File: src/hdl/signed_int_to_decimal_chars_macros.svh
// assertion macros shared by the signed integer to decimal text block
`ifndef SIGNED_INT_TO_DECIMAL_CHARS_MACROS_SVH
`define SIGNED_INT_TO_DECIMAL_CHARS_MACROS_SVH
`ifndef SYNTHESIS
// checked only while out of reset
`define SITDC_ASSERT(label, prop) \
  label: assert property (@(posedge clk_i) disable iff (!rst_ni) (prop)) \
    else $error("sitdc assertion failed");
// checked at every edge, reset included
`define SITDC_ASSERT_ALWAYS(label, prop) \
  label: assert property (@(posedge clk_i) (prop)) \
    else $error("sitdc assertion failed");
`else
`define SITDC_ASSERT(label, prop)
`define SITDC_ASSERT_ALWAYS(label, prop)
`endif
`endif

File: src/hdl/sitdc_pkg.sv
// types and constants of the signed integer to decimal text block
package sitdc_pkg;

  localparam int unsigned VALUE_W   = 64;
  localparam int unsigned MODE_W    = 3;
  localparam int unsigned DIGIT_W   = 4;
  localparam int unsigned NUM_CELLS = 20;
  localparam int unsigned IDX_W     = $clog2(NUM_CELLS);
  localparam int unsigned BITCNT_W  = $clog2(VALUE_W + 1);
  localparam int unsigned CHAR_W    = 8;

  localparam logic [CHAR_W-1:0] CHAR_MINUS = 8'h2d;
  localparam logic [CHAR_W-1:0] CHAR_ZERO  = 8'h30;

  typedef enum logic [MODE_W-1:0] {
    MODE_INT32 = 3'd0,
    MODE_INT16 = 3'd1,
    MODE_INT8  = 3'd2,
    MODE_INT64 = 3'd3
  } size_mode_e;

  typedef enum logic [1:0] {
    ST_IDLE,
    ST_CONV,
    ST_COUNT,
    ST_EMIT
  } state_e;

  // control for the digit chain
  typedef struct packed {
    logic clear;    // zero all digits
    logic shift;    // one double-dabble step
    logic ser_bit;  // next magnitude bit, msb first
  } chain_ctrl_t;

endpackage

File: src/hdl/sitdc_cell.sv
// one bcd digit cell of the double-dabble chain
module sitdc_cell (
  input  logic                               clk_i,
  input  logic                               rst_ni,
  input  sitdc_pkg::chain_ctrl_t             ctrl_i,
  input  logic                               bit_i,
  output logic                               bit_o,
  output logic [sitdc_pkg::DIGIT_W-1:0]      digit_o
);

  logic [sitdc_pkg::DIGIT_W-1:0] digit_q;
  logic [sitdc_pkg::DIGIT_W-1:0] digit_d;
  logic [sitdc_pkg::DIGIT_W-1:0] adj;

  // add three when five or more, so the shift carries into the next digit
  assign adj   = (digit_q >= 4'd5) ? (digit_q + 4'd3) : digit_q;
  assign bit_o = adj[sitdc_pkg::DIGIT_W-1];

  always_comb begin
    digit_d = digit_q;
    if (ctrl_i.clear) begin
      digit_d = '0;
    end else if (ctrl_i.shift) begin
      digit_d = {adj[sitdc_pkg::DIGIT_W-2:0], bit_i};
    end
  end

  always_ff @(posedge clk_i or negedge rst_ni) begin
    if (!rst_ni) begin
      digit_q <= '0;
    end else begin
      digit_q <= digit_d;
    end
  end

  assign digit_o = digit_q;

endmodule

File: src/hdl/sitdc_chain.sv
// row of bcd digit cells with leading digit detect and digit read port
module sitdc_chain (
  input  logic                               clk_i,
  input  logic                               rst_ni,
  input  sitdc_pkg::chain_ctrl_t             ctrl_i,
  input  logic [sitdc_pkg::IDX_W-1:0]        rd_idx_i,
  output logic [sitdc_pkg::DIGIT_W-1:0]      rd_digit_o,
  output logic [sitdc_pkg::IDX_W-1:0]        lead_idx_o
);

  logic [sitdc_pkg::NUM_CELLS-1:0] carry;
  logic [sitdc_pkg::DIGIT_W-1:0]   digit [sitdc_pkg::NUM_CELLS];

  assign carry[0] = ctrl_i.ser_bit;

  for (genvar i = 0; i < sitdc_pkg::NUM_CELLS; i++) begin : g_cell
    if (i < sitdc_pkg::NUM_CELLS - 1) begin : g_mid
      sitdc_cell u_cell (
        .clk_i   (clk_i),
        .rst_ni  (rst_ni),
        .ctrl_i  (ctrl_i),
        .bit_i   (carry[i]),
        .bit_o   (carry[i+1]),
        .digit_o (digit[i])
      );
    end else begin : g_top
      // the top cell never overflows for a 64-bit magnitude
      sitdc_cell u_cell (
        .clk_i   (clk_i),
        .rst_ni  (rst_ni),
        .ctrl_i  (ctrl_i),
        .bit_i   (carry[i]),
        .bit_o   (),
        .digit_o (digit[i])
      );
    end
  end

  // highest nonzero digit, zero when the whole number is zero
  always_comb begin
    lead_idx_o = '0;
    for (int i = 0; i < sitdc_pkg::NUM_CELLS; i++) begin
      if (digit[i] != '0) begin
        lead_idx_o = sitdc_pkg::IDX_W'(i);
      end
    end
  end

  assign rd_digit_o = digit[rd_idx_i];

endmodule

File: src/hdl/signed_int_to_decimal_chars.sv
// signed integer to decimal ascii text, one character per output transaction
// the magnitude of each accepted input goes into the digit chain one bit per cycle,
// width being 32, 16, 8 or 64 bits by size mode (8 for unknown modes); a count state
// follows, then one character per cycle while the output is not stalled. a new input
// is taken after the last character. zero with zero precision: one empty result.
// reset: asynchronous active low, returns to idle with the output empty
`include "signed_int_to_decimal_chars_macros.svh"

module signed_int_to_decimal_chars #(
  parameter int unsigned MAX_CHARS = 20
) (
  input  logic        clk_i,
  input  logic        rst_ni,
  input  logic        s_axis_tvalid,
  output logic        s_axis_tready,
  input  logic [71:0] s_axis_tdata,  // value[63:0], precision_given, precision_is_zero
  input  logic [2:0]  s_axis_tuser,  // size_mode[2:0]
  output logic        m_axis_tvalid,
  input  logic        m_axis_tready,
  output logic [7:0]  m_axis_tdata,  // out_char[7:0]
  output logic        m_axis_tlast,  // last_char
  output logic [1:0]  m_axis_tuser   // empty_text, zero_pad_cleared
);

  localparam int unsigned KW    = $clog2(MAX_CHARS + 1);
  localparam int unsigned TOT_W = $clog2(sitdc_pkg::NUM_CELLS + 2);
  localparam int unsigned VW    = sitdc_pkg::VALUE_W;

  sitdc_pkg::state_e state_q, state_d;

  logic [VW-1:0]                   sh_q, sh_d;
  logic [sitdc_pkg::BITCNT_W-1:0]  bits_q, bits_d;
  logic                            neg_q, neg_d;
  logic                            zclr_q, zclr_d;
  logic                            empty_q, empty_d;
  logic                            sign_pend_q, sign_pend_d;
  logic [sitdc_pkg::IDX_W-1:0]     rd_idx_q, rd_idx_d;
  logic [KW-1:0]                   k_q, k_d;
  logic [KW-1:0]                   emit_q, emit_d;

  logic                            m_valid_q, m_valid_d;
  logic [sitdc_pkg::CHAR_W-1:0]    m_char_q, m_char_d;
  logic                            m_last_q, m_last_d;
  logic                            m_empty_q, m_empty_d;
  logic                            m_zclr_q, m_zclr_d;

  logic                            in_fire;
  logic                            load_out;
  sitdc_pkg::chain_ctrl_t          chain_ctrl;
  logic [sitdc_pkg::DIGIT_W-1:0]   rd_digit;
  logic [sitdc_pkg::IDX_W-1:0]     lead_idx;

  // input decode
  logic [VW-1:0]                   in_value;
  logic                            in_pgiven;
  logic                            in_pzero;
  logic [VW-1:0]                   sel_v;
  logic [VW-1:0]                   mag;
  logic [VW-1:0]                   aligned;
  logic [sitdc_pkg::BITCNT_W-1:0]  width;
  logic                            sel_zero;
  logic                            sel_neg;
  logic                            special;

  // emission helpers
  logic [TOT_W-1:0]                total;
  logic                            is_last;

  assign in_value  = s_axis_tdata[VW-1:0];
  assign in_pgiven = s_axis_tdata[VW];
  assign in_pzero  = s_axis_tdata[VW+1];

  always_comb begin
    case (sitdc_pkg::size_mode_e'(s_axis_tuser))
      sitdc_pkg::MODE_INT32: begin
        sel_v = {{32{in_value[31]}}, in_value[31:0]};
        width = sitdc_pkg::BITCNT_W'(32);
      end
      sitdc_pkg::MODE_INT16: begin
        sel_v = {{48{in_value[15]}}, in_value[15:0]};
        width = sitdc_pkg::BITCNT_W'(16);
      end
      sitdc_pkg::MODE_INT8: begin
        sel_v = {{56{in_value[7]}}, in_value[7:0]};
        width = sitdc_pkg::BITCNT_W'(8);
      end
      sitdc_pkg::MODE_INT64: begin
        sel_v = in_value;
        width = sitdc_pkg::BITCNT_W'(64);
      end
      default: begin
        sel_v = '0;
        width = sitdc_pkg::BITCNT_W'(8);
      end
    endcase
  end

  assign sel_zero = (sel_v == '0);
  assign sel_neg  = sel_v[VW-1];
  // the most negative value negates to 2^63, which fits unsigned
  assign mag      = sel_neg ? (~sel_v + VW'(1)) : sel_v;
  assign special  = sel_zero && in_pgiven && in_pzero;

  // magnitude aligned so its top bit of the selected width goes first
  always_comb begin
    case (width)
      sitdc_pkg::BITCNT_W'(32): aligned = {mag[31:0], 32'd0};
      sitdc_pkg::BITCNT_W'(16): aligned = {mag[15:0], 48'd0};
      sitdc_pkg::BITCNT_W'(64): aligned = mag;
      default:                  aligned = {mag[7:0], 56'd0};
    endcase
  end

  assign in_fire = s_axis_tvalid && s_axis_tready;

  sitdc_chain u_chain (
    .clk_i      (clk_i),
    .rst_ni     (rst_ni),
    .ctrl_i     (chain_ctrl),
    .rd_idx_i   (rd_idx_q),
    .rd_digit_o (rd_digit),
    .lead_idx_o (lead_idx)
  );

  // next state
  always_comb begin
    state_d = state_q;
    case (state_q)
      sitdc_pkg::ST_IDLE: begin
        if (in_fire) begin
          state_d = special ? sitdc_pkg::ST_EMIT : sitdc_pkg::ST_CONV;
        end
      end
      sitdc_pkg::ST_CONV: begin
        if (bits_q == sitdc_pkg::BITCNT_W'(1)) begin
          state_d = sitdc_pkg::ST_COUNT;
        end
      end
      sitdc_pkg::ST_COUNT: begin
        state_d = sitdc_pkg::ST_EMIT;
      end
      sitdc_pkg::ST_EMIT: begin
        if (load_out && is_last) begin
          state_d = sitdc_pkg::ST_IDLE;
        end
      end
      default: begin
        state_d = sitdc_pkg::ST_IDLE;
      end
    endcase
  end

  // state outputs
  always_comb begin
    s_axis_tready      = 1'b0;
    load_out           = 1'b0;
    chain_ctrl.clear   = 1'b0;
    chain_ctrl.shift   = 1'b0;
    chain_ctrl.ser_bit = sh_q[VW-1];
    case (state_q)
      sitdc_pkg::ST_IDLE: begin
        s_axis_tready    = 1'b1;
        chain_ctrl.clear = in_fire;
      end
      sitdc_pkg::ST_CONV: begin
        chain_ctrl.shift = 1'b1;
      end
      sitdc_pkg::ST_COUNT: begin
      end
      sitdc_pkg::ST_EMIT: begin
        load_out = !m_valid_q || m_axis_tready;
      end
      default: begin
      end
    endcase
  end

  assign total   = TOT_W'(lead_idx) + TOT_W'(1) + TOT_W'(neg_q);
  assign is_last = (k_q == (emit_q - KW'(1)));

  // datapath
  always_comb begin
    sh_d        = sh_q;
    bits_d      = bits_q;
    neg_d       = neg_q;
    zclr_d      = zclr_q;
    empty_d     = empty_q;
    sign_pend_d = sign_pend_q;
    rd_idx_d    = rd_idx_q;
    k_d         = k_q;
    emit_d      = emit_q;
    m_char_d    = m_char_q;
    m_last_d    = m_last_q;
    m_empty_d   = m_empty_q;
    m_zclr_d    = m_zclr_q;
    m_valid_d   = m_valid_q && !m_axis_tready;

    if (in_fire) begin
      sh_d        = aligned;
      bits_d      = width;
      neg_d       = special ? 1'b0 : sel_neg;
      zclr_d      = sel_zero && in_pgiven;
      empty_d     = special;
      sign_pend_d = 1'b0;
      k_d         = '0;
      emit_d      = KW'(1);
    end

    if (chain_ctrl.shift) begin
      sh_d   = {sh_q[VW-2:0], 1'b0};
      bits_d = bits_q - sitdc_pkg::BITCNT_W'(1);
    end

    if (state_q == sitdc_pkg::ST_COUNT) begin
      rd_idx_d    = lead_idx;
      sign_pend_d = neg_q;
      k_d         = '0;
      emit_d      = (total >= TOT_W'(MAX_CHARS)) ? KW'(MAX_CHARS) : KW'(total);
    end

    if (load_out) begin
      m_valid_d = 1'b1;
      m_last_d  = is_last;
      m_empty_d = empty_q;
      m_zclr_d  = zclr_q;
      k_d       = k_q + KW'(1);
      if (empty_q) begin
        m_char_d = '0;
      end else if (sign_pend_q) begin
        m_char_d    = sitdc_pkg::CHAR_MINUS;
        sign_pend_d = 1'b0;
      end else begin
        m_char_d = sitdc_pkg::CHAR_ZERO + sitdc_pkg::CHAR_W'(rd_digit);
        rd_idx_d = rd_idx_q - sitdc_pkg::IDX_W'(1);
      end
    end
  end

  always_ff @(posedge clk_i or negedge rst_ni) begin
    if (!rst_ni) begin
      state_q   <= sitdc_pkg::ST_IDLE;
      m_valid_q <= 1'b0;
    end else begin
      state_q   <= state_d;
      m_valid_q <= m_valid_d;
    end
  end

  always_ff @(posedge clk_i) begin
    sh_q        <= sh_d;
    bits_q      <= bits_d;
    neg_q       <= neg_d;
    zclr_q      <= zclr_d;
    empty_q     <= empty_d;
    sign_pend_q <= sign_pend_d;
    rd_idx_q    <= rd_idx_d;
    k_q         <= k_d;
    emit_q      <= emit_d;
    m_char_q    <= m_char_d;
    m_last_q    <= m_last_d;
    m_empty_q   <= m_empty_d;
    m_zclr_q    <= m_zclr_d;
  end

  assign m_axis_tvalid = m_valid_q;
  assign m_axis_tdata  = m_char_q;
  assign m_axis_tlast  = m_last_q;
  assign m_axis_tuser  = {m_zclr_q, m_empty_q};

  // one conversion at a time
  `SITDC_ASSERT(a_busy_after_accept, in_fire |=> !s_axis_tready)
  // the final character always returns the control to idle
  `SITDC_ASSERT(a_last_ends_item, (load_out && is_last) |=> state_q == sitdc_pkg::ST_IDLE)
  // never emit more characters than counted
  `SITDC_ASSERT(a_emit_in_range, state_q == sitdc_pkg::ST_EMIT |-> k_q < emit_q)
  // an empty result is the only and last transaction and flags cleared padding
  `SITDC_ASSERT(a_empty_is_last, !(m_valid_q && m_empty_q) || (m_last_q && m_zclr_q))

endmodule

File: config.mk
export PLATFORM = sky130hd
export DESIGN_NAME = signed_int_to_decimal_chars
export DESIGN_NICKNAME = d
export VERILOG_FILES = /design/src/hdl/sitdc_pkg.sv /design/src/hdl/sitdc_cell.sv /design/src/hdl/sitdc_chain.sv /design/src/hdl/signed_int_to_decimal_chars.sv
export VERILOG_INCLUDE_DIRS = /design/src /design/src/hdl
export SDC_FILE = /design/constraint.sdc
export NUM_CORES = 1
export LEC_CHECK = 0
export BUFFER_PORTS_ARGS = -buffer_cell sky130_fd_sc_hd__buf_2
export CORE_UTILIZATION = 64
export CTS_BUF_LIST = sky130_fd_sc_hd__clkbuf_2 sky130_fd_sc_hd__clkbuf_4 sky130_fd_sc_hd__clkbuf_8
export CTS_CLUSTER_SIZE = 25
export DETAILED_ROUTE_END_ITERATION = 16
export PLACE_DENSITY = 0.81
export SLEW_MARGIN = 5
export SYNTH_ARGS = -nofsm -noshare
export SYNTH_HDL_FRONTEND = slang
export SYNTH_HIERARCHICAL = 1
export SYNTH_SLANG_ARGS = --single-unit
File: constraint.sdc
create_clock -name clk_i -period 4.1 [get_ports clk_i]
set_clock_uncertainty 0.1 [all_clocks]
set_input_delay 0.82 -clock clk_i [delete_from_list [all_inputs] [get_ports clk_i]]
set_output_delay 0.82 -clock clk_i [all_outputs]
set_load 0.005 [all_outputs]
==> impl_results.html, run 1 <==
<table>
<tr><th>Metric</th><th>Value</th></tr>
<tr><th colspan="2">STA</th></tr>
<tr><td>Max-slew violation count</td><td>0</td></tr>
<tr><td>Transition time at the pin with the least slew margin</td><td>1000 ps</td></tr>
<tr><td>Highest Clock Rate</td><td>around 280 MHz</td></tr>
<tr><td>Final period utilization</td><td>88.6%</td></tr>
<tr><td>Crit path time final</td><td>approximately 3600 ps</td></tr>
<tr><td>Final number of setup-violating endpoints</td><td>0</td></tr>
<tr><td>Summed negative setup slack over all endpoints</td><td>0 ps</td></tr>
<tr><td>Final count of hold timing violations</td><td>0</td></tr>
<tr><td>Worst rel slew slack</td><td>around a third</td></tr>
<tr><td>Unrepaired setup endpoints after global routing</td><td>false</td></tr>
<tr><th colspan="2">Floorplan</th></tr>
<tr><td>Row Count</td><td>53</td></tr>
<tr><td>Die area</td><td>22400 µm²</td></tr>
<tr><td>Initial standard-cell utilization of the core</td><td>~66%</td></tr>
<tr><td>Number of ports placed on the die boundary</td><td>92</td></tr>
<tr><td>Core footprint</td><td>21200 µm²</td></tr>
<tr><td>Height of the die</td><td>150 µm</td></tr>
<tr><td>DIE WIDTH</td><td>roughly 150 µm</td></tr>
<tr><th colspan="2">Setup path</th></tr>
<tr><td>Crit path required time</td><td>between 4000 and 5000 ps</td></tr>
<tr><td>Worst reg2reg setup slack</td><td>470 ps</td></tr>
<tr><td>WS Path Type</td><td>register to register</td></tr>
<tr><td>Critical path launch point type</td><td>register</td></tr>
<tr><td>Crit. End Element</td><td>register</td></tr>
<tr><td>Top fanout value on the critical path</td><td>8</td></tr>
<tr><td>Critical path data arrival time</td><td>3740 ps</td></tr>
<tr><th colspan="2">Final layout</th></tr>
<tr><td>Area added between synthesis and finish</td><td>9.20%</td></tr>
<tr><td>NumNets Final</td><td>around 1700</td></tr>
<tr><td>Post-route cell area</td><td>15200 µm²</td></tr>
<tr><td>Antenna diode count</td><td>0</td></tr>
<tr><td>Share of final-layout standard cells stronger than drive strength 1</td><td>roughly 17%</td></tr>
<tr><th colspan="2">Power and ir drop</th></tr>
<tr><td>Switching power</td><td>4.43 mW</td></tr>
<tr><td>Switching part of the total</td><td>a little over two fifths</td></tr>
<tr><td>Power density over the cells</td><td>667 nW/µm²</td></tr>
<tr><td>Cell-internal power</td><td>5.73 mW</td></tr>
<tr><td>Maximum vdd drop</td><td>419 µV</td></tr>
<tr><td>Leakage power</td><td>5.86 nW</td></tr>
<tr><td>Sequential cell fraction of total power</td><td>37.5%</td></tr>
<tr><td>Clock group share of total power</td><td>14.2%</td></tr>
<tr><td>Relative contribution of combinational cells to total power</td><td>48.4%</td></tr>
<tr><th colspan="2">Clock tree</th></tr>
<tr><td>Number of buffers inserted by post-CTS setup repair</td><td>0</td></tr>
<tr><td>Post-CTS Hold Fix Bufs</td><td>0</td></tr>
<tr><td>Clock latency on the worst-skew pair</td><td>490 ps</td></tr>
<tr><td>Clock sink count</td><td>approximately 180</td></tr>
<tr><td>Count of H-tree levels built during CTS</td><td>4</td></tr>
<tr><td>Clock tree from TritonCTS</td><td>yes</td></tr>
<tr><td>Largest buffer count on any clock path</td><td>2</td></tr>
<tr><td>Cts bufs inserted</td><td>17</td></tr>
<tr><td>Reg clk slew, reported paths</td><td>90 ps</td></tr>
<tr><td>Resized cells post-CTS</td><td>0</td></tr>
<tr><td>Root Driver</td><td>clkbuf_8</td></tr>
<tr><th colspan="2">Placed design</th></tr>
<tr><td>GP Congestion</td><td>between 1 and 1.5</td></tr>
<tr><td>Final HPWL from detailed placement</td><td>30.4 mm</td></tr>
<tr><td>Area post-placement</td><td>14800 µm²</td></tr>
<tr><td>Input/output buffers</td><td>83</td></tr>
<tr><th colspan="2">Global routing</th></tr>
<tr><td>Tot GR Track Use</td><td>38.0%</td></tr>
<tr><td>Pin count of the biggest net entering global routing</td><td>190</td></tr>
<tr><td>Vias in the first global route</td><td>12300</td></tr>
<tr><td>Global route total overflow</td><td>0</td></tr>
<tr><td>First-pass GRT wire length</td><td>~66 mm</td></tr>
<tr><td>Initial antenna violation count</td><td>0</td></tr>
<tr><th colspan="2">Synthesis</th></tr>
<tr><td>Mapped Cells</td><td>around 1500</td></tr>
<tr><td>Mean cell area of the mapped netlist</td><td>9.04 µm²</td></tr>
<tr><td>Synthesis Warnings</td><td>6</td></tr>
<tr><td>Summed instance area of the synthesized netlist</td><td>14000 µm²</td></tr>
<tr><th colspan="2">Routing</th></tr>
<tr><td>Routed wire length</td><td>41.8 mm</td></tr>
<tr><td>Detailed-route DRC error count</td><td>0</td></tr>
<tr><td>Length of the first detailed-routing pass in iterations</td><td>6</td></tr>
<tr><td>Residual antenna-violating net count after detailed routing</td><td>0</td></tr>
<tr><td>Total number of vias</td><td>12900</td></tr>
<tr><td>Number of vias per cell</td><td>6.79</td></tr>
<tr><td>Average detailed-routed wire length per instance</td><td>21.9 µm</td></tr>
<tr><td>Iter 0 DRT Violations</td><td>1303</td></tr>
<tr><th colspan="2">Run</th></tr>
<tr><td>Max-cap violations</td><td>0</td></tr>
<tr><th colspan="2">Status</th></tr>
<tr><td>Status</td><td>completed</td></tr>
<tr><th colspan="2">Min path</th></tr>
<tr><td>Hold crit path type</td><td>input pin to async pin</td></tr>
</table>
-- worst max-delay path, stage by stage, from the launching register on --
cell and delay, ps:
dfrtp_1 500, or4_1 600, a21boi_0 230, o2111ai_1 120, o22ai_1 420, inv_1 110
ha_1 230, inv_1 70, ha_1 200, nand3_1 130, o31ai_1 480, o21ai_0 170
-- routing by layer --
metal	vias up	routed length (µm)	GRT usage, %
met1	6162	16600	48.1
met4	0	2020	19.6
met5	-	0	0
met2	696	20000	63.2
met3	117	3170	5.12
li1	5952	-	-
-- path summary, 6_finish.rpt --
check                                                                           start                                                     end  cells after the start
min in group clk_i                                               sh_q[0]$_SDFFE_PP0P_                                    sh_q[0]$_SDFFE_PP0P_                      2
worst min register to register                                   sh_q[0]$_SDFFE_PP0P_                                    sh_q[0]$_SDFFE_PP0P_                      2
worst max-delay path            u_chain/g_cell[8].g_mid.u_cell/digit_o[0]$_DFFE_PN0P_                                 emit_q[0]$_SDFFCE_PN1P_                     11
worst max register to register  u_chain/g_cell[8].g_mid.u_cell/digit_o[0]$_DFFE_PN0P_                                 emit_q[0]$_SDFFCE_PN1P_                     11
max in group asynchronous                                                      rst_ni  u_chain/g_cell[10].g_mid.u_cell/digit_o[2]$_DFFE_PN0P_                      2
worst min-delay path                                                           rst_ni   u_chain/g_cell[5].g_mid.u_cell/digit_o[0]$_DFFE_PN0P_                      1
-- sequential cells by signal (all words and copies together), names as in the netlist, 2 cells and up --
| name | cells |
|---|---|
| bits_q | 7 |
| k_q | 5 |
| u_chain/g_cell.g_mid.u_cell/digit_o | 76 |
| m_axis_tdata | 6 |
| u_chain/g_cell.g_top.u_cell/digit_o | 4 |
| sh_q | 64 |
| emit_q | 5 |
| state_q | 2 |
| rd_idx_q | 5 |
-- placed cells by master (no fill, tap or decap), drive strengths merged, types with 20 or more instances in the layout --
cell / instances
o311ai: 23
or4b: 20
o21ai: 124
nand2b: 33
nand3: 47
mux2i: 50
nand4b: 20
buf: 136
xnor2: 28
xor2: 31
or2b: 20
ha: 52
nor4: 35
a211oi: 29
dfrtp: 83
nor2: 152
inv: 77
a21oi: 121
nor3: 37
nand2: 126
edfxtp: 92
mux2: 23
-- through the flow --
step,cells,power (mW),util (%),setup slack (ps),hold WS [ps]
2_1_floorplan,1545,7.35,-,475,300
3_3_place_gp,1873,8.30,69.6,375,351
3_5_place_dp,1873,8.61,69.6,323,348
4_1_cts,1905,10.1,71.8,555,345
5_1_grt,1905,10.8,71.8,250,372
6_report,1905,10.2,71.8,469,336
-- final cells by class --
class,count,area [µm²]
clock buffers,18,241
clock inverters,14,220
fillers,1645,5980
inverters,73,275
multi-input cells,1207,8320
flip-flops and latches,182,4980
well taps,275,344
repair buffers,136,853
-- power by group through the flow --
| stage | Sequential (mW) | Combinational (mW) | Clock [mW] |
|---|---|---|---|
| after detailed placement | 3.81 | 4.80 | 0 |
| after CTS | 3.79 | 4.84 | 1.45 |
| after global placement | 3.76 | 4.54 | 0 |
| final | 3.81 | 4.92 | 1.44 |
| after global routing | 3.92 | 5.38 | 1.51 |
| after floorplan | 3.48 | 3.87 | 0 |
Power figures use the tool's default switching activity.
==> run 2, diff against run 1 <==
- CORE_UTILIZATION: 64 -> 65
- PLACE_DENSITY: 0.81 -> 0.82
- clock period: 4.1 -> 4.5 ns (I/O delays scaled with it)
==> run 2 against run 1 <==
  * Routed wire length down 6.8%
  * Clock power shrank 22%
  * Sequential power shrank 9.4%
  * Die area is 1.5% lower
  * Critical endpoint is now sh_q[46]$_DFFE_PP_
  * Largest power group unchanged
  * Highest routed layer unchanged
==> impl_results.html, run 2 (same netlist as run 1, synthesis figures left out) <==
<table>
<tr><th>Metric</th><th>Value</th></tr>
<tr><th colspan="2">Global routing</th></tr>
<tr><td>Vias in the first global route</td><td>11700 (was 12300)</td></tr>
<tr><td>Tot GR Track Use</td><td>35.4% (was 38.0%)</td></tr>
<tr><td>First-pass GRT wire length</td><td>61.0 mm (was 65.5 mm)</td></tr>
<tr><td>Initial antenna violation count</td><td>0 (unchanged)</td></tr>
<tr><td>Pin count of the biggest net entering global routing</td><td>186 (was 190)</td></tr>
<tr><td>Global route total overflow</td><td>0 (unchanged)</td></tr>
<tr><th colspan="2">Final layout</th></tr>
<tr><td>Most frequent cells in the layout</td><td>nor2_1, nand2_1, o21ai_0 (unchanged)</td></tr>
<tr><td>Share of final-layout standard cells stronger than drive strength 1</td><td>16.0% (was 16.9%)</td></tr>
<tr><td>NumNets Final</td><td>1729 (was 1748)</td></tr>
<tr><td>Area added between synthesis and finish</td><td>7.62% (was 9.20%)</td></tr>
<tr><td>Area taken by flip-flops and latches</td><td>4980 µm² (unchanged)</td></tr>
<tr><td>Antenna diode count</td><td>0 (unchanged)</td></tr>
<tr><td>Largest register FFs</td><td>76 (unchanged)</td></tr>
<tr><td>Most common cell after layout, fill and taps aside</td><td>nor2_1 (unchanged)</td></tr>
<tr><td>Multi-input gate area in the final layout</td><td>8320 µm² (unchanged)</td></tr>
<tr><td>Final-layout fill cell count</td><td>1630 (was 1645)</td></tr>
<tr><td>Post-route cell area</td><td>15000 µm² (was 15200 µm²)</td></tr>
<tr><th colspan="2">Status</th></tr>
<tr><td>Status</td><td>completed (unchanged)</td></tr>
<tr><th colspan="2">Setup path</th></tr>
<tr><td>WS Path Type</td><td>input pin to register (was register to register)</td></tr>
<tr><td>Top fanout value on the critical path</td><td>14 (was 8)</td></tr>
<tr><td>Ordered cell list for the critical path</td><td>buf_2, inv_2, nand2_1, ha_1, o211ai_2, a2111o_1, or4_1, nor3_2, nor2_1, o221ai_1, o211ai_1 (was or4_1, a21boi_0, o2111ai_1, o22ai_1, inv_1, ha_1, inv_1, ha_1, nand3_1, o31ai_1, o21ai_0)</td></tr>
<tr><td>Crit. End Element</td><td>register (unchanged)</td></tr>
<tr><td>Library cell contributing the largest single delay on the critical path</td><td>or4_1 (unchanged)</td></tr>
<tr><td>Crit path required time</td><td>4620 ps (was 4210 ps)</td></tr>
<tr><td>Slowest Stage Delay on Critical Path</td><td>700 ps (was 600 ps)</td></tr>
<tr><td>Critical path data arrival time</td><td>3770 ps (was 3740 ps)</td></tr>
<tr><td>Critical path launch point type</td><td>input pin (was register)</td></tr>
<tr><th colspan="2">STA</th></tr>
<tr><td>Worst rel slew slack</td><td>35.5% (was 33.2%)</td></tr>
<tr><td>Max-slew violation count</td><td>0 (unchanged)</td></tr>
<tr><td>Unrepaired setup endpoints after global routing</td><td>false (unchanged)</td></tr>
<tr><td>Final number of setup-violating endpoints</td><td>0 (unchanged)</td></tr>
<tr><td>Transition time at the pin with the least slew margin</td><td>967 ps (was 1000 ps)</td></tr>
<tr><td>Crit path time final</td><td>~3700 ps</td></tr>
<tr><td>Summed negative setup slack over all endpoints</td><td>0 ps (unchanged)</td></tr>
<tr><td>Final count of hold timing violations</td><td>0 (unchanged)</td></tr>
<tr><td>Highest Clock Rate</td><td>273 MHz</td></tr>
<tr><td>Final period utilization</td><td>81.3%</td></tr>
<tr><th colspan="2">Clock tree</th></tr>
<tr><td>Clock latency on the worst-skew pair</td><td>490 ps (about the same)</td></tr>
<tr><td>Resized cells post-CTS</td><td>0 (unchanged)</td></tr>
<tr><td>Count of H-tree levels built during CTS</td><td>4 (unchanged)</td></tr>
<tr><td>Largest buffer count on any clock path</td><td>2 (unchanged)</td></tr>
<tr><td>Clock tree from TritonCTS</td><td>yes (unchanged)</td></tr>
<tr><td>Root Driver</td><td>clkbuf_8 (unchanged)</td></tr>
<tr><td>Reg clk slew, reported paths</td><td>100 ps (was 90 ps)</td></tr>
<tr><td>Number of buffers inserted by post-CTS setup repair</td><td>0 (unchanged)</td></tr>
<tr><td>Clock sink count</td><td>182 (unchanged)</td></tr>
<tr><td>Post-CTS Hold Fix Bufs</td><td>0 (unchanged)</td></tr>
<tr><td>Cts bufs inserted</td><td>17 (unchanged)</td></tr>
<tr><th colspan="2">Routing</th></tr>
<tr><td>Total number of vias</td><td>12800 (was 12900)</td></tr>
<tr><td>Number of vias per cell</td><td>6.79 (about the same)</td></tr>
<tr><td>Routed wire length</td><td>38.9 mm (was 41.8 mm)</td></tr>
<tr><td>Average detailed-routed wire length per instance</td><td>20.7 µm (was 21.9 µm)</td></tr>
<tr><td>Residual antenna-violating net count after detailed routing</td><td>0 (unchanged)</td></tr>
<tr><td>Detailed-route DRC error count</td><td>0 (unchanged)</td></tr>
<tr><td>Iter 0 DRT Violations</td><td>1411 (was 1303)</td></tr>
<tr><td>Length of the first detailed-routing pass in iterations</td><td>6 (unchanged)</td></tr>
<tr><th colspan="2">Placed design</th></tr>
<tr><td>Input/output buffers</td><td>83 (unchanged)</td></tr>
<tr><td>Final HPWL from detailed placement</td><td>28.5 mm (was 30.4 mm)</td></tr>
<tr><td>GP Congestion</td><td>1.01 (about the same)</td></tr>
<tr><td>Area post-placement</td><td>14600 µm² (was 14800 µm²)</td></tr>
<tr><th colspan="2">Power and ir drop</th></tr>
<tr><td>Cell-internal power</td><td>4.99 mW (was 5.73 mW)</td></tr>
<tr><td>Maximum vdd drop</td><td>423 µV (was 419 µV)</td></tr>
<tr><td>Switching part of the total</td><td>44.4% (was 43.6%)</td></tr>
<tr><td>Clock group share of total power</td><td>12.6% (was 14.2%)</td></tr>
<tr><td>Relative contribution of combinational cells to total power</td><td>49.0% (was 48.4%)</td></tr>
<tr><td>Leakage power</td><td>5.73 nW (was 5.86 nW)</td></tr>
<tr><td>Switching power</td><td>3.99 mW (was 4.43 mW)</td></tr>
<tr><td>Sequential cell fraction of total power</td><td>38.4% (was 37.5%)</td></tr>
<tr><td>Power density over the cells</td><td>598 nW/µm² (was 667 nW/µm²)</td></tr>
<tr><th colspan="2">Floorplan</th></tr>
<tr><td>Die area</td><td>22100 µm² (was 22400 µm²)</td></tr>
<tr><td>Core footprint</td><td>21000 µm² (was 21200 µm²)</td></tr>
<tr><td>Row Count</td><td>53 (unchanged)</td></tr>
<tr><td>DIE WIDTH</td><td>149 µm (was 150 µm)</td></tr>
<tr><td>Number of ports placed on the die boundary</td><td>92 (unchanged)</td></tr>
<tr><td>Height of the die</td><td>149 µm (was 150 µm)</td></tr>
<tr><td>Initial standard-cell utilization of the core</td><td>66.4% (was 65.8%)</td></tr>
<tr><th colspan="2">Min path</th></tr>
<tr><td>Hold crit path type</td><td>register to register (was input pin to async pin)</td></tr>
<tr><th colspan="2">Run</th></tr>
<tr><td>Max-cap violations</td><td>0 (unchanged)</td></tr>
</table>
run 2: cell types whose count changed in the layout (fill, tap and decap cells not counted), sizes merged:
| cell | change |
|---|---|
| clkinvlp | -1 |
| clkbuf | -1 |
| clkinv | +3 |
| buf | -19 |
| inv | +3 |
| bufinv | -4 |
run 2: critical path: cells and delay by family:
family	cells	cell delay, ps
AO/OA/AOI/OAI	4	1110
buffers and inverters	2	430
AND/OR/NAND/NOR	4	1120
adder cells (fa/ha/maj)	1	210
run 2: power groups by stage:
| stage | Combinational [mW] | Clock [mW] | Sequential, mW |
|---|---|---|---|
| 6_report | 4.40 | 1.13 | 3.45 |
| 5_1_grt | 4.81 | 1.22 | 3.55 |
| 4_1_cts | 4.34 | 1.14 | 3.43 |
| 3_5_place_dp | 4.32 | 0 | 3.46 |
| 3_3_place_gp | 4.12 | 0 | 3.42 |
| 2_1_floorplan | 3.52 | 0 | 3.17 |
run 2: cell type report:
type	count	share of cell area (%)
inverters	73	1.83
clock buffers	17	1.56
multi-input cells	1207	55.4
repair buffers	117	4.65
clock inverters	15	1.08
flip-flops and latches	182	33.2
well taps	275	2.29
run 2: routing by layer:
layer / wire length (µm) / track usage, % / vias up / share of wire, %
li1: - / - / 5909 / -
met1: 15600 / 44.7 / 6132 / 40
met2: 18200 / 57.3 / 620 / 47
met3: 2940 / 5.25 / 139 / 7.5
met4: 2280 / 21.8 / 0 / 5.8
met5: 0 / 0 / - / 0
run 2: per-stage QoR:
stage | hold slack, ps | worst slack [ps] | util (%) | cells | total power [mW]
2_1_floorplan | 300 | 795 | - | 1545 | 6.70
3_3_place_gp | 307 | 481 | 69.6 | 1854 | 7.54
3_5_place_dp | 315 | 419 | 69.6 | 1854 | 7.77
4_1_cts | 339 | 942 | 71.4 | 1886 | 8.91
5_1_grt | 352 | 633 | 71.4 | 1886 | 9.57
6_report | 339 | 843 | 71.4 | 1886 | 8.98
run 2: final timing paths:
path	cells after the start	endpoint	start	slack [ps]
worst max-delay path	11	sh_q[46]$_DFFE_PP_	s_axis_tuser[2]	840
worst min-delay path	0	m_zclr_q$_DFFE_PP_	zclr_q$_DFFE_PP_	340
worst max register to register	11	emit_q[0]$_SDFFCE_PN1P_	u_chain/g_cell[10].g_mid.u_cell/digit_o[0]$_DFFE_PN0P_	890
worst min register to register	0	m_zclr_q$_DFFE_PP_	zclr_q$_DFFE_PP_	340
max in group asynchronous	2	u_chain/g_cell[17].g_mid.u_cell/digit_o[2]$_DFFE_PN0P_	rst_ni	3060
min in group asynchronous	1	u_chain/g_cell[6].g_mid.u_cell/digit_o[1]$_DFFE_PN0P_	rst_ni	400
